==> src/rtl/core/hbil_pkg.sv <==
// Shared types and constants for the halt-bounded idle-loop filter.
// No dependencies; every other file in rtl/core imports this package.
package hbil_pkg;

  localparam int CAND_DEPTH = 32;
  localparam int CAND_AW    = (CAND_DEPTH > 1) ? $clog2(CAND_DEPTH) : 1;
  localparam int FILL_W     = $clog2(CAND_DEPTH + 1);

  localparam int CMDQ_DEPTH = 2;
  localparam int CMDQ_AW    = $clog2(CMDQ_DEPTH);
  localparam int CMDQ_CW    = $clog2(CMDQ_DEPTH + 1);

  localparam logic [7:0] HALT_OPCODE_RST = 8'hF4;
  localparam logic [3:0] HALT_SIZE       = 4'h1;

  localparam logic REQ_RECORD = 1'b0;
  localparam logic REQ_FLUSH  = 1'b1;
  localparam logic PRIV_USER  = 1'b0;

  typedef enum logic {
    MODE_ACTIVE,
    MODE_CAND
  } mode_e;

  typedef enum logic [2:0] {
    CMD_PASS,       // emit record, last
    CMD_START,      // restart run with record at slot 0
    CMD_APPEND,     // add record to run
    CMD_DRAIN_EMIT, // emit run, then record as last
    CMD_FLUSH       // emit run, final entry last
  } cmd_op_e;

  typedef enum logic [1:0] {
    B_IDLE,
    B_RD,
    B_WR,
    B_TAIL
  } back_state_e;

  typedef struct packed {
    logic [31:0] rref;
    logic [9:0]  rlen;
    logic        priv;
  } rec_t;

  typedef struct packed {
    cmd_op_e op;
    rec_t    rec;
  } cmd_t;

endpackage

==> src/rtl/core/hbil_front.sv <==
// Front end: holds the halt opcode register, detects halts and turns accepted
// items into buffer commands. Depends on hbil_pkg.
module hbil_front (
  input  logic             clk_i,
  input  logic             rst_ni,
  input  logic             cfg_valid_i,
  input  logic [7:0]       cfg_wdata_i,
  input  logic             in_valid_i,
  output logic             in_stall_o,
  input  logic             req_type_i,
  input  logic             privileged_i,
  input  logic [3:0]       instr_size_i,
  input  logic [7:0]       first_opcode_byte_i,
  input  logic [31:0]      record_ref_i,
  input  logic [9:0]       record_len_i,
  input  logic             q_full_i,
  output logic             cmd_push_o,
  output hbil_pkg::cmd_t   cmd_o
);
  import hbil_pkg::*;

  logic [7:0]        halt_q;
  mode_e             mode_q, mode_d;
  logic [FILL_W-1:0] fill_q, fill_d;
  logic              accept;
  logic              is_halt;

  assign in_stall_o = q_full_i;
  assign accept     = in_valid_i && !q_full_i;
  assign is_halt    = (instr_size_i == HALT_SIZE) && (first_opcode_byte_i == halt_q);

  always_ff @(posedge clk_i or negedge rst_ni) begin
    if (!rst_ni) begin
      halt_q <= HALT_OPCODE_RST;
      mode_q <= MODE_ACTIVE;
      fill_q <= '0;
    end else begin
      if (cfg_valid_i) begin
        halt_q <= cfg_wdata_i;
      end
      mode_q <= mode_d;
      fill_q <= fill_d;
    end
  end

  always_comb begin
    mode_d         = mode_q;
    fill_d         = fill_q;
    cmd_push_o     = 1'b0;
    cmd_o.op       = CMD_PASS;
    cmd_o.rec.rref = record_ref_i;
    cmd_o.rec.rlen = record_len_i;
    cmd_o.rec.priv = privileged_i;
    if (accept) begin
      if (req_type_i == REQ_FLUSH) begin
        // an empty buffer flushes to nothing, so no command is queued
        cmd_o.op   = CMD_FLUSH;
        cmd_push_o = (fill_q != '0);
        mode_d     = MODE_ACTIVE;
        fill_d     = '0;
      end else if (is_halt) begin
        cmd_o.op   = CMD_START;
        cmd_push_o = 1'b1;
        mode_d     = MODE_CAND;
        fill_d     = FILL_W'(1);
      end else begin
        case (mode_q)
          MODE_ACTIVE: begin
            cmd_o.op   = CMD_PASS;
            cmd_push_o = 1'b1;
          end
          MODE_CAND: begin
            cmd_push_o = 1'b1;
            if (privileged_i == PRIV_USER || fill_q >= FILL_W'(CAND_DEPTH)) begin
              cmd_o.op = CMD_DRAIN_EMIT;
              mode_d   = MODE_ACTIVE;
              fill_d   = '0;
            end else begin
              cmd_o.op = CMD_APPEND;
              fill_d   = fill_q + FILL_W'(1);
            end
          end
          default: begin
            mode_d = MODE_ACTIVE;
          end
        endcase
      end
    end
  end

endmodule

==> src/rtl/core/hbil_cmd_fifo.sv <==
// Short command queue between the front end and the back end.
// Depends on hbil_pkg for the command type and depth.
module hbil_cmd_fifo (
  input  logic           clk_i,
  input  logic           rst_ni,
  input  logic           push_i,
  input  hbil_pkg::cmd_t push_data_i,
  output logic           full_o,
  input  logic           pop_i,
  output logic           valid_o,
  output hbil_pkg::cmd_t head_o
);
  import hbil_pkg::*;

  cmd_t               slot_q [CMDQ_DEPTH];
  logic [CMDQ_AW-1:0] wr_ptr_q, rd_ptr_q;
  logic [CMDQ_CW-1:0] cnt_q;
  logic               do_push, do_pop;

  assign full_o  = (cnt_q == CMDQ_CW'(CMDQ_DEPTH));
  assign valid_o = (cnt_q != '0);
  assign head_o  = slot_q[rd_ptr_q];
  assign do_push = push_i && !full_o;
  assign do_pop  = pop_i && valid_o;

  function automatic logic [CMDQ_AW-1:0] ptr_inc(input logic [CMDQ_AW-1:0] p);
    return (p == CMDQ_AW'(CMDQ_DEPTH - 1)) ? '0 : p + CMDQ_AW'(1);
  endfunction

  always_ff @(posedge clk_i or negedge rst_ni) begin
    if (!rst_ni) begin
      wr_ptr_q <= '0;
      rd_ptr_q <= '0;
      cnt_q    <= '0;
    end else begin
      if (do_push) begin
        wr_ptr_q <= ptr_inc(wr_ptr_q);
      end
      if (do_pop) begin
        rd_ptr_q <= ptr_inc(rd_ptr_q);
      end
      case ({do_push, do_pop})
        2'b10:   cnt_q <= cnt_q + CMDQ_CW'(1);
        2'b01:   cnt_q <= cnt_q - CMDQ_CW'(1);
        default: cnt_q <= cnt_q;
      endcase
    end
  end

  always_ff @(posedge clk_i) begin
    if (do_push) begin
      slot_q[wr_ptr_q] <= push_data_i;
    end
  end

endmodule

==> src/rtl/core/hbil_back.sv <==
// Back end: candidate record store, drain sequencer and output register.
// Depends on hbil_pkg; executes commands from hbil_cmd_fifo in order.
module hbil_back (
  input  logic           clk_i,
  input  logic           rst_ni,
  input  logic           cmd_valid_i,
  input  hbil_pkg::cmd_t cmd_i,
  output logic           cmd_pop_o,
  output logic           out_valid_o,
  input  logic           out_stall_i,
  output logic [31:0]    out_record_ref_o,
  output logic [9:0]     out_record_len_o,
  output logic           out_privileged_o,
  output logic           last_o
);
  import hbil_pkg::*;

  rec_t               mem [CAND_DEPTH];
  rec_t               rd_data_q;
  logic               mem_we, mem_re;
  logic [CAND_AW-1:0] mem_waddr;

  back_state_e        state_q, state_d;
  logic [FILL_W-1:0]  fill_q, fill_d;
  logic [CAND_AW-1:0] rd_idx_q, rd_idx_d;

  logic               out_valid_q, out_valid_d;
  rec_t               out_rec_q, out_rec_d;
  logic               out_last_q, out_last_d;
  logic               out_load;
  logic               slot_free;
  logic               rd_is_end;

  assign slot_free = !out_valid_q || !out_stall_i;
  assign rd_is_end = (FILL_W'(rd_idx_q) + FILL_W'(1) == fill_q);

  always_ff @(posedge clk_i or negedge rst_ni) begin
    if (!rst_ni) begin
      state_q     <= B_IDLE;
      fill_q      <= '0;
      rd_idx_q    <= '0;
      out_valid_q <= 1'b0;
    end else begin
      state_q     <= state_d;
      fill_q      <= fill_d;
      rd_idx_q    <= rd_idx_d;
      out_valid_q <= out_valid_d;
    end
  end

  always_ff @(posedge clk_i) begin
    if (out_load) begin
      out_rec_q  <= out_rec_d;
      out_last_q <= out_last_d;
    end
  end

  always_ff @(posedge clk_i) begin
    if (mem_we) begin
      mem[mem_waddr] <= cmd_i.rec;
    end
    if (mem_re) begin
      rd_data_q <= mem[rd_idx_q];
    end
  end

  always_comb begin
    state_d    = state_q;
    fill_d     = fill_q;
    rd_idx_d   = rd_idx_q;
    cmd_pop_o  = 1'b0;
    mem_we     = 1'b0;
    mem_re     = 1'b0;
    mem_waddr  = '0;
    out_load   = 1'b0;
    out_rec_d  = cmd_i.rec;
    out_last_d = 1'b1;

    case (state_q)
      B_IDLE: begin
        if (cmd_valid_i) begin
          case (cmd_i.op)
            CMD_PASS: begin
              if (slot_free) begin
                out_load  = 1'b1;
                cmd_pop_o = 1'b1;
              end
            end
            CMD_START: begin
              mem_we    = 1'b1;
              fill_d    = FILL_W'(1);
              cmd_pop_o = 1'b1;
            end
            CMD_APPEND: begin
              mem_we    = 1'b1;
              mem_waddr = fill_q[CAND_AW-1:0];
              fill_d    = fill_q + FILL_W'(1);
              cmd_pop_o = 1'b1;
            end
            CMD_DRAIN_EMIT, CMD_FLUSH: begin
              rd_idx_d = '0;
              state_d  = B_RD;
            end
            default: begin
              cmd_pop_o = 1'b1;
            end
          endcase
        end
      end
      B_RD: begin
        mem_re  = 1'b1;
        state_d = B_WR;
      end
      B_WR: begin
        if (slot_free) begin
          out_load   = 1'b1;
          out_rec_d  = rd_data_q;
          // on a flush the final buffered record closes the item
          out_last_d = (cmd_i.op == CMD_FLUSH) && rd_is_end;
          if (rd_is_end) begin
            fill_d = '0;
            if (cmd_i.op == CMD_FLUSH) begin
              cmd_pop_o = 1'b1;
              state_d   = B_IDLE;
            end else begin
              state_d = B_TAIL;
            end
          end else begin
            rd_idx_d = rd_idx_q + CAND_AW'(1);
            state_d  = B_RD;
          end
        end
      end
      B_TAIL: begin
        if (slot_free) begin
          out_load  = 1'b1;
          cmd_pop_o = 1'b1;
          state_d   = B_IDLE;
        end
      end
      default: begin
        state_d = B_IDLE;
      end
    endcase

    if (out_load) begin
      out_valid_d = 1'b1;
    end else if (!out_stall_i) begin
      out_valid_d = 1'b0;
    end else begin
      out_valid_d = out_valid_q;
    end
  end

  assign out_valid_o      = out_valid_q;
  assign out_record_ref_o = out_rec_q.rref;
  assign out_record_len_o = out_rec_q.rlen;
  assign out_privileged_o = out_rec_q.priv;
  assign last_o           = out_last_q;

  a_fill_bound: assert property (@(posedge clk_i) disable iff (!rst_ni)
    fill_q <= FILL_W'(CAND_DEPTH))
    else $error("candidate fill above depth");

  a_drain_nonempty: assert property (@(posedge clk_i) disable iff (!rst_ni)
    (state_q == B_WR) |-> (fill_q != '0))
    else $error("drain on empty buffer");

  a_pop_valid: assert property (@(posedge clk_i) disable iff (!rst_ni)
    cmd_pop_o |-> cmd_valid_i)
    else $error("pop from empty command queue");

  a_rd_then_wr: assert property (@(posedge clk_i) disable iff (!rst_ni)
    (state_q == B_RD) |=> (state_q == B_WR))
    else $error("read not followed by write-out");

  a_drain_cmd: assert property (@(posedge clk_i) disable iff (!rst_ni)
    (state_q != B_IDLE) |-> (cmd_valid_i &&
      (cmd_i.op == CMD_DRAIN_EMIT || cmd_i.op == CMD_FLUSH)))
    else $error("drain without drain command at head");

endmodule

==> src/rtl/core/halt_bounded_idle_loop_filter_unit.sv <==
// Halt-bounded idle-loop filter, top level: front end, command queue, back end.
// Depends on hbil_pkg, hbil_front, hbil_cmd_fifo and hbil_back.

// Filters runs of kernel records that start at a one-byte halt instruction.
// A record that passes straight through goes via the command queue into the
// output register, and such records follow back to back while the output does
// not stall; buffering a record (halt or kernel record in a run) is one store
// write. Draining a run of buffered records picks up the command, then does one
// store read and one output load per record (set by the single read port of the
// candidate store), then loads the record that ends the run. A two-beat command
// queue lets the input keep moving while a drain or a stalled output holds the
// back end. The buffer holds 32 records; a kernel record that finds it full
// drains it.
// halt_opcode is written on the cfg channel (always ready) and should only
// change while the block is idle.
module halt_bounded_idle_loop_filter_unit (
  input  logic        clk_i,
  input  logic        rst_ni,
  input  logic        cfg_valid_i,
  output logic        cfg_ready_o,
  input  logic [7:0]  cfg_wdata_i,
  input  logic        in_valid_i,
  output logic        in_stall_o,
  input  logic        req_type_i,
  input  logic        privileged_i,
  input  logic [3:0]  instr_size_i,
  input  logic [7:0]  first_opcode_byte_i,
  input  logic [31:0] record_ref_i,
  input  logic [9:0]  record_len_i,
  output logic        out_valid_o,
  input  logic        out_stall_i,
  output logic [31:0] out_record_ref_o,
  output logic [9:0]  out_record_len_o,
  output logic        out_privileged_o,
  output logic        last_o
);
  import hbil_pkg::*;

  cmd_t push_cmd, head_cmd;
  logic push, q_full, q_valid, pop;

  assign cfg_ready_o = 1'b1;

  hbil_front u_front (
    .clk_i               (clk_i),
    .rst_ni              (rst_ni),
    .cfg_valid_i         (cfg_valid_i),
    .cfg_wdata_i         (cfg_wdata_i),
    .in_valid_i          (in_valid_i),
    .in_stall_o          (in_stall_o),
    .req_type_i          (req_type_i),
    .privileged_i        (privileged_i),
    .instr_size_i        (instr_size_i),
    .first_opcode_byte_i (first_opcode_byte_i),
    .record_ref_i        (record_ref_i),
    .record_len_i        (record_len_i),
    .q_full_i            (q_full),
    .cmd_push_o          (push),
    .cmd_o               (push_cmd)
  );

  hbil_cmd_fifo u_cmd_fifo (
    .clk_i       (clk_i),
    .rst_ni      (rst_ni),
    .push_i      (push),
    .push_data_i (push_cmd),
    .full_o      (q_full),
    .pop_i       (pop),
    .valid_o     (q_valid),
    .head_o      (head_cmd)
  );

  hbil_back u_back (
    .clk_i            (clk_i),
    .rst_ni           (rst_ni),
    .cmd_valid_i      (q_valid),
    .cmd_i            (head_cmd),
    .cmd_pop_o        (pop),
    .out_valid_o      (out_valid_o),
    .out_stall_i      (out_stall_i),
    .out_record_ref_o (out_record_ref_o),
    .out_record_len_o (out_record_len_o),
    .out_privileged_o (out_privileged_o),
    .last_o           (last_o)
  );

endmodule
==> config.mk <==
export PLATFORM = sky130hd
export DESIGN_NAME = halt_bounded_idle_loop_filter_unit
export DESIGN_NICKNAME = d
export VERILOG_FILES = /design/src/rtl/core/hbil_pkg.sv /design/src/rtl/core/hbil_front.sv /design/src/rtl/core/hbil_cmd_fifo.sv /design/src/rtl/core/hbil_back.sv /design/src/rtl/core/halt_bounded_idle_loop_filter_unit.sv
export SDC_FILE = /design/constraint.sdc
export NUM_CORES = 1
export LEC_CHECK = 0
export BUFFER_PORTS_ARGS = -buffer_cell sky130_fd_sc_hd__buf_2
export CAP_MARGIN = 20
export CORE_UTILIZATION = 35
export CTS_CLUSTER_DIAMETER = 120
export DETAILED_ROUTE_END_ITERATION = 8
export SLEW_MARGIN = 40
export SYNTH_ARGS = -nofsm -noshare
export SYNTH_HDL_FRONTEND = slang
export SYNTH_SLANG_ARGS = --single-unit
==> constraint.sdc <==
create_clock -name clk_i -period 5.69 [get_ports clk_i]
set_input_delay 1.4225 -clock clk_i [delete_from_list [all_inputs] [get_ports clk_i]]
set_output_delay 1.4225 -clock clk_i [all_outputs]
set_load 0.02 [all_outputs]
== Word-level counts from Yosys, hierarchy flattened ==
Memory sizes are Yosys's and may differ from the RTL's. A register that Yosys moved wholly into a read port is not among the register bits.
Index checks and enable logic that the tools add are counted.
Storage, ports and cells
  flip-flop bits (word level): 77
  memory bits (writable): 1468
  input bits: 69
  logic and storage cells: 133
  memories kept: 2
Memories
  u_back.mem: words 32, bits a word 43, rd ports 1, clocked after memory_dff 1, write ports 1, line hbil_back.sv:18  | rec_t mem [CAND_DEPTH];
  u_cmd_fifo.slot_q: words 2, bits a word 46, rd ports 1, clocked after memory_dff 0, write ports 1, line hbil_cmd_fifo.sv:15  | cmd_t slot_q [CMDQ_DEPTH];
Operators by class
  add/subtract/negate cells: 8
  magnitude comparators: 1
  eq/ne operators: 21
  mux-type cells: 60
  bitwise gates (word level): 2
  reduce and logical (&&, ||, !) cells: 25
Operators with widths (count)
  43-bit 2-to-1 mux: 2
  6-bit 2-to-1 mux: 7
  5-bit 2-to-1 mux: 7
  1-bit 2-to-1 mux: 26
  6-bit case mux with 2 select lines: 2
  6-bit by 1-bit adder with 6-bit output, second input constant: 2
  2-bit 2-to-1 mux: 6
  5-bit case mux with 2 select lines: 1
  5-bit AND reduction: 2
  3-bit 2-to-1 mux: 3
  2-bit equality test, second input constant: 4
  8-bit equality test: 1
  2-bit by 1-bit inequality test with 1-bit output, second input constant: 4
  2-bit case mux with 4 select lines: 1
  5-bit by 1-bit adder with 6-bit output, second input constant: 1
  3-bit by 2-bit equality test with 1-bit output, second input constant: 2
  6-bit equality test: 1
  6-bit greater-or-equal comparator, second input constant: 1
  2-bit inequality test, second input constant: 3
  3-bit case mux with 2 select lines: 1
  2-bit nonzero test: 3
  6-bit nonzero test: 1
  2-bit OR reduction: 3
  5-bit by 1-bit adder with 5-bit output, second input constant: 1
  20 further kinds: 32

== Longest topological paths before layout ==
  depth in word-level cells: 9
  gate-level depth with buffers: 12
  gate-level depth less buffers: 11

== Hierarchy ==
From an unflattened synthesis, not the netlist that was laid out.
Second synthesis, totals
  cells, all modules: 2646
  area, all modules: 61243.7 sq um
Modules (own cells, without submodules)
  hbil_back: times used 1, cells an instance 2341, area each 56290.2 sq um, sequential area each 44282.5 sq um
  hbil_cmd_fifo: times used 1, cells an instance 161, area each 3642.2 sq um, sequential area each 2862.7 sq um
  hbil_front: times used 1, cells an instance 142, area each 1300.0 sq um, sequential area each 381.6 sq um
  halt_bounded_idle_loop_filter_unit: times used 1, cells an instance 2, area each 11.3 sq um, sequential area each 0.0 sq um

== Least setup slack after synthesis ==
OpenSTA, ideal clock, no wires.
  kind: register -> register
  from: memory u_cmd_fifo.slot_q[0][43] (netlist bit)
  to: memory u_back.mem[16][0] (netlist bit) (enable)
  arrival: 4529 ps
  data required time: 5194 ps
  setup slack: 665 ps
  cell stages (with the launch flop): 6
  cells stage by stage: edfxtp_1 -> or3b_2 -> a21o_1 -> nor2_1 -> nand4_1 -> nor3_1
Between the ends
  longest elaborated chain between the ends: 8
  elaborated cells on any way between the ends: 12
RTL lines
  start: declaration: line hbil_cmd_fifo.sv:15
  memory read 2 x 46 bit *
  3-bit by 1-bit equality test with 1-bit output / 3-bit by 2-bit equality test with 1-bit output (equally long branches): line hbil_back.sv:82  | case (cmd_i.op)
  2-bit OR reduction (no source line)
  1-bit 2-to-1 mux: line hbil_back.sv:82
  1-bit 2-to-1 mux: line hbil_back.sv:81  | if (cmd_valid_i) begin
  1-bit 2-to-1 mux: line hbil_back.sv:79  | case (state_q)
  1-bit 2-to-1 mux: line hbil_back.sv:59  | if (mem_we) begin
  1-bit 2-to-1 mux (implied by the code): line hbil_back.sv:60  | mem[mem_waddr] <= cmd_i.rec;
  end: declaration: line hbil_back.sv:18
Mark *: on every way between the ends. The rest lies on a longest branch, timed or not.

== Worst setup path in the final report ==
  from: register u_cmd_fifo.rd_ptr_q
  to: memory u_back.mem[24][26] (netlist bit) (enable)
Between the ends
  longest elaborated chain between the ends: 8
  elaborated cells on any way between the ends: 12
RTL lines
  start: declaration: line hbil_cmd_fifo.sv:16  | logic [CMDQ_AW-1:0] wr_ptr_q, rd_ptr_q;
  start signal: assignment: line hbil_cmd_fifo.sv:40  | rd_ptr_q <= ptr_inc(rd_ptr_q);
  memory read 2 x 46 bit *
  3-bit by 1-bit equality test with 1-bit output / 3-bit by 2-bit equality test with 1-bit output (equally long branches): line hbil_back.sv:82
  2-bit OR reduction (no source line)
  1-bit 2-to-1 mux: line hbil_back.sv:82
  1-bit 2-to-1 mux: line hbil_back.sv:81
  1-bit 2-to-1 mux: line hbil_back.sv:79
  1-bit 2-to-1 mux: line hbil_back.sv:59
  1-bit 2-to-1 mux (implied by the code): line hbil_back.sv:60
Marked as above.

==> reports/metrics.yaml <==
drt:
  highest_layer: "met5"
  first_pass_iters: 6
  m1WireLength_um: 59500
  vias: 26900
  routed_wl_um: 140000
  vias_per_cell: 5.20
  wl_per_cell_um: 27.0
  drc: 0
  route.met3.wl_um: 8160
  route.met2.wl_um: 69200
  dr.first_iter.drc_count: 2527
  ant_nets: 0
sta:
  post-route-period-util: 0.701
  max-slew-margin-rel: 0.417
  setup_tns_ns: 0
  rsz0062_at_grt: "no"
  fmax_mhz: 251
  slew_viol_final: 0
  fin_skew_ns: 0.0289
  worst_slew_pin_slew_ns: 0.874
  holdWs_ns: 0.516
  finalSetupViolations: 0
  fin_crit_ns: 3.99
  hold_viol_final: 0
worst_setup_path:
  arrival_ns: 4.44
  cp.required_ns: 6.14
  critPathBufInv: 1
  cp_slowest_cell: "nor2_4"
  crit_path_start: "u_cmd_fifo.rd_ptr_q"
  crit_path_start_kind: "flop"
  r2r.worst_path.cells: 6
  path_delay_family: "simple AND/OR/NAND/NOR gates"
  r2r_slack_ns: 1.70
  criticalPathCategory: "reg -> reg"
  path_cells: "or3b_2 > a21o_1 > nor2_1 > nand2_1 > nor2_4 > buf_12"
  slowest_delay_ns: 0.82
  cp_max_fo: 31
  crit_path_end_kind: "flop"
  r2r-end: "u_back.mem[24][26]"
  r2r_start: "u_cmd_fifo.rd_ptr_q"
power:
  p_leak_nw: 21.3
  power_density_nw_per_um2: 481
  ir_drop_mv: 0.271
  p_seq_frac: 0.451
  p_comb_frac: 0.251
  internal-power_w: 0.0240
  p_switching_w: 0.00964
  pwr-share-clk: 0.297
  netSwitchingFraction: 0.287
synthesis:
  yosys_most_used_dff: "edfxtp_1"
  synth_cells: 2516
  synth_warnings: 0
  avgSynthCellArea_um2: 24.1
  synth.area.top_cells: "edfxtp_1 (77%), mux4_2 (16%), mux2_2 (2.6%)"
  ys_seq_elements: 1588
  seq_area_frac_synth: 0.783
  synth.distinct_cells: 55
  synthesis.area_um2: 60700
  synth_top_area_frac: 0.769
  synth_top_cell_by_area: "edfxtp_1"
  synthArstFlopShare: 0.0208
  syn_nets: 2590
  synth_edf_count: 1555
clock_tree:
  clkSinkCount: 1588
  clockBufferDepth: 3
  post-cts-setup-buffers: 0
  cts_inserted_buffers: 160
  cts_tree: "built"
  cts.reportedPaths.clkPinSlew_ns: 0.05
  root_buffer: "clkbuf_16"
  cts_resized: 0
  cts-hold-fix-buffers: 0
  htree_levels: 4
  clk_latency_ns: 0.80
hold_path:
  hold_class: "reg -> reg"
  holdPathStages: 1
  hold_start: "u_cmd_fifo.cnt_q[1]"
  holdPathEnd: "u_cmd_fifo.cnt_q[1]"
finish:
  fillCellCount: 14900
  layout-drive-gt1-share: 0.357
  num-nets-final: 2813
  final_common_cell: "edfxtp_1"
  area_delta_synth_final_pct: 15.0
  mostFrequentLayoutCells: "edfxtp_1 (1,555), mux4_2 (430), clkbuf_16 (161), mux2_2 (140), buf_2 (114)"
global_route:
  grt_max_degree: 115
  grt_pass1_wl_um: 201000
  grt.overflow.total: 0
  grtUsageTotal: 0.161
  grt_pass1_vias: 28000
  antenna_found_initial: 3
die:
  core_area_um2: 172000
  start_util: 0.353
  die-area_um2: 175000
  io_pins: 116
  die_h_um: 418
  fp-row-count: 152
  die_w_um: 418
place:
  hpwl_um: 76100
  place_congestion: 0.736
  io_buffer_count: 114
run:
  maxCapViolations: 0
run_status:
  status: "finished clean"
-- area by class of cell --
cell class                      instances  area (µm²)  share of cell area
Clock buffer                          195        4180              0.0598
Sequential cell                      1588       47500               0.681
Timing Repair Buffer                  185        1540              0.0220
Multi-Input combinational cell        791       12800               0.184
Tap cell                             2310        2890              0.0414
Antenna cell                            1        2.50           0.0000358
Inverter                               13        48.8            0.000699
Clock inverter                         90         758              0.0109
-- kinds of logic after synthesis --
kind of cell,synth area share
compound gates,0.00598
flops,0.783
xor+xnor,0.00318
buf+inv,0.0100
fa+ha+maj,0.00103
mux,0.186
other cells,0.0000618
simple gates,0.0109
-- sequential cells by signal, indices dropped and copies added (netlist names), 2 cells and up --
signal,flops
u_back.mem,1376
u_front.fill_q,6
u_back.rd_idx_q,5
u_front.halt_q,8
u_cmd_fifo.slot_q,92
u_cmd_fifo.cnt_q,2
u_back.out_record_len_o,10
u_back.fill_q,6
u_back.out_record_ref_o,32
u_back.rd_data_q,43
u_back.state_q,2
-- per-stage QoR --
stage,worst slack (ns),power [W],util,area (µm²),cells
after floorplan,0.665,0.0212,-,60700,2516
after global placement,1.51,0.0240,0.376,64600,4878
after detailed placement,1.51,0.0241,0.377,64800,4886
after CTS,1.49,0.0341,0.406,69800,5171
after global routing,1.52,0.0350,0.406,69800,5172
final,1.70,0.0336,0.406,69800,5173
-- cells in the mapped netlist, drive strengths merged, types with 6 or more instances --
library cell / n
a21oi: 7
clkbuf: 68
nand2: 27
mux4: 430
edfxtp: 1555
dfrtp: 28
mux2: 140
xnor2: 8
nand3: 12
inv: 13
o21ai: 13
buf: 56
nor3: 10
a31oi: 6
xor2: 14
nor2: 53
-- metal layers --
| layer | GRT usage | vias up |
|---|---|---|
| met4 | 0.0438 | 4 |
| met3 | 0.0314 | 176 |
| li1 | - | 11200 |
| met1 | 0.219 | 14600 |
| met5 | 0 | - |
| met2 | 0.263 | 857 |
-- worst max path at each step --
stage,end,slack (ns),cells after the start
after floorplan,u_back.mem[16][0],0.66,5
after global routing,u_back.mem[12][14],1.52,6
after global placement,u_back.mem[31][23],1.51,6
after detailed placement,u_back.mem[31][26],1.51,6
after CTS,u_back.mem[31][37],1.49,6
final,u_back.mem[24][26],1.70,6
-- power by group through the flow --
stage	Clock [W]	Combinational [W]	Sequential, W
2_1_floorplan	0	0.00596	0.0152
3_3_place_gp	0	0.00843	0.0156
3_5_place_dp	0	0.00862	0.0155
4_1_cts	0.0102	0.00864	0.0152
5_1_grt	0.0106	0.00910	0.0153
6_report	0.00998	0.00845	0.0152
Power figures use the tool's default switching activity.
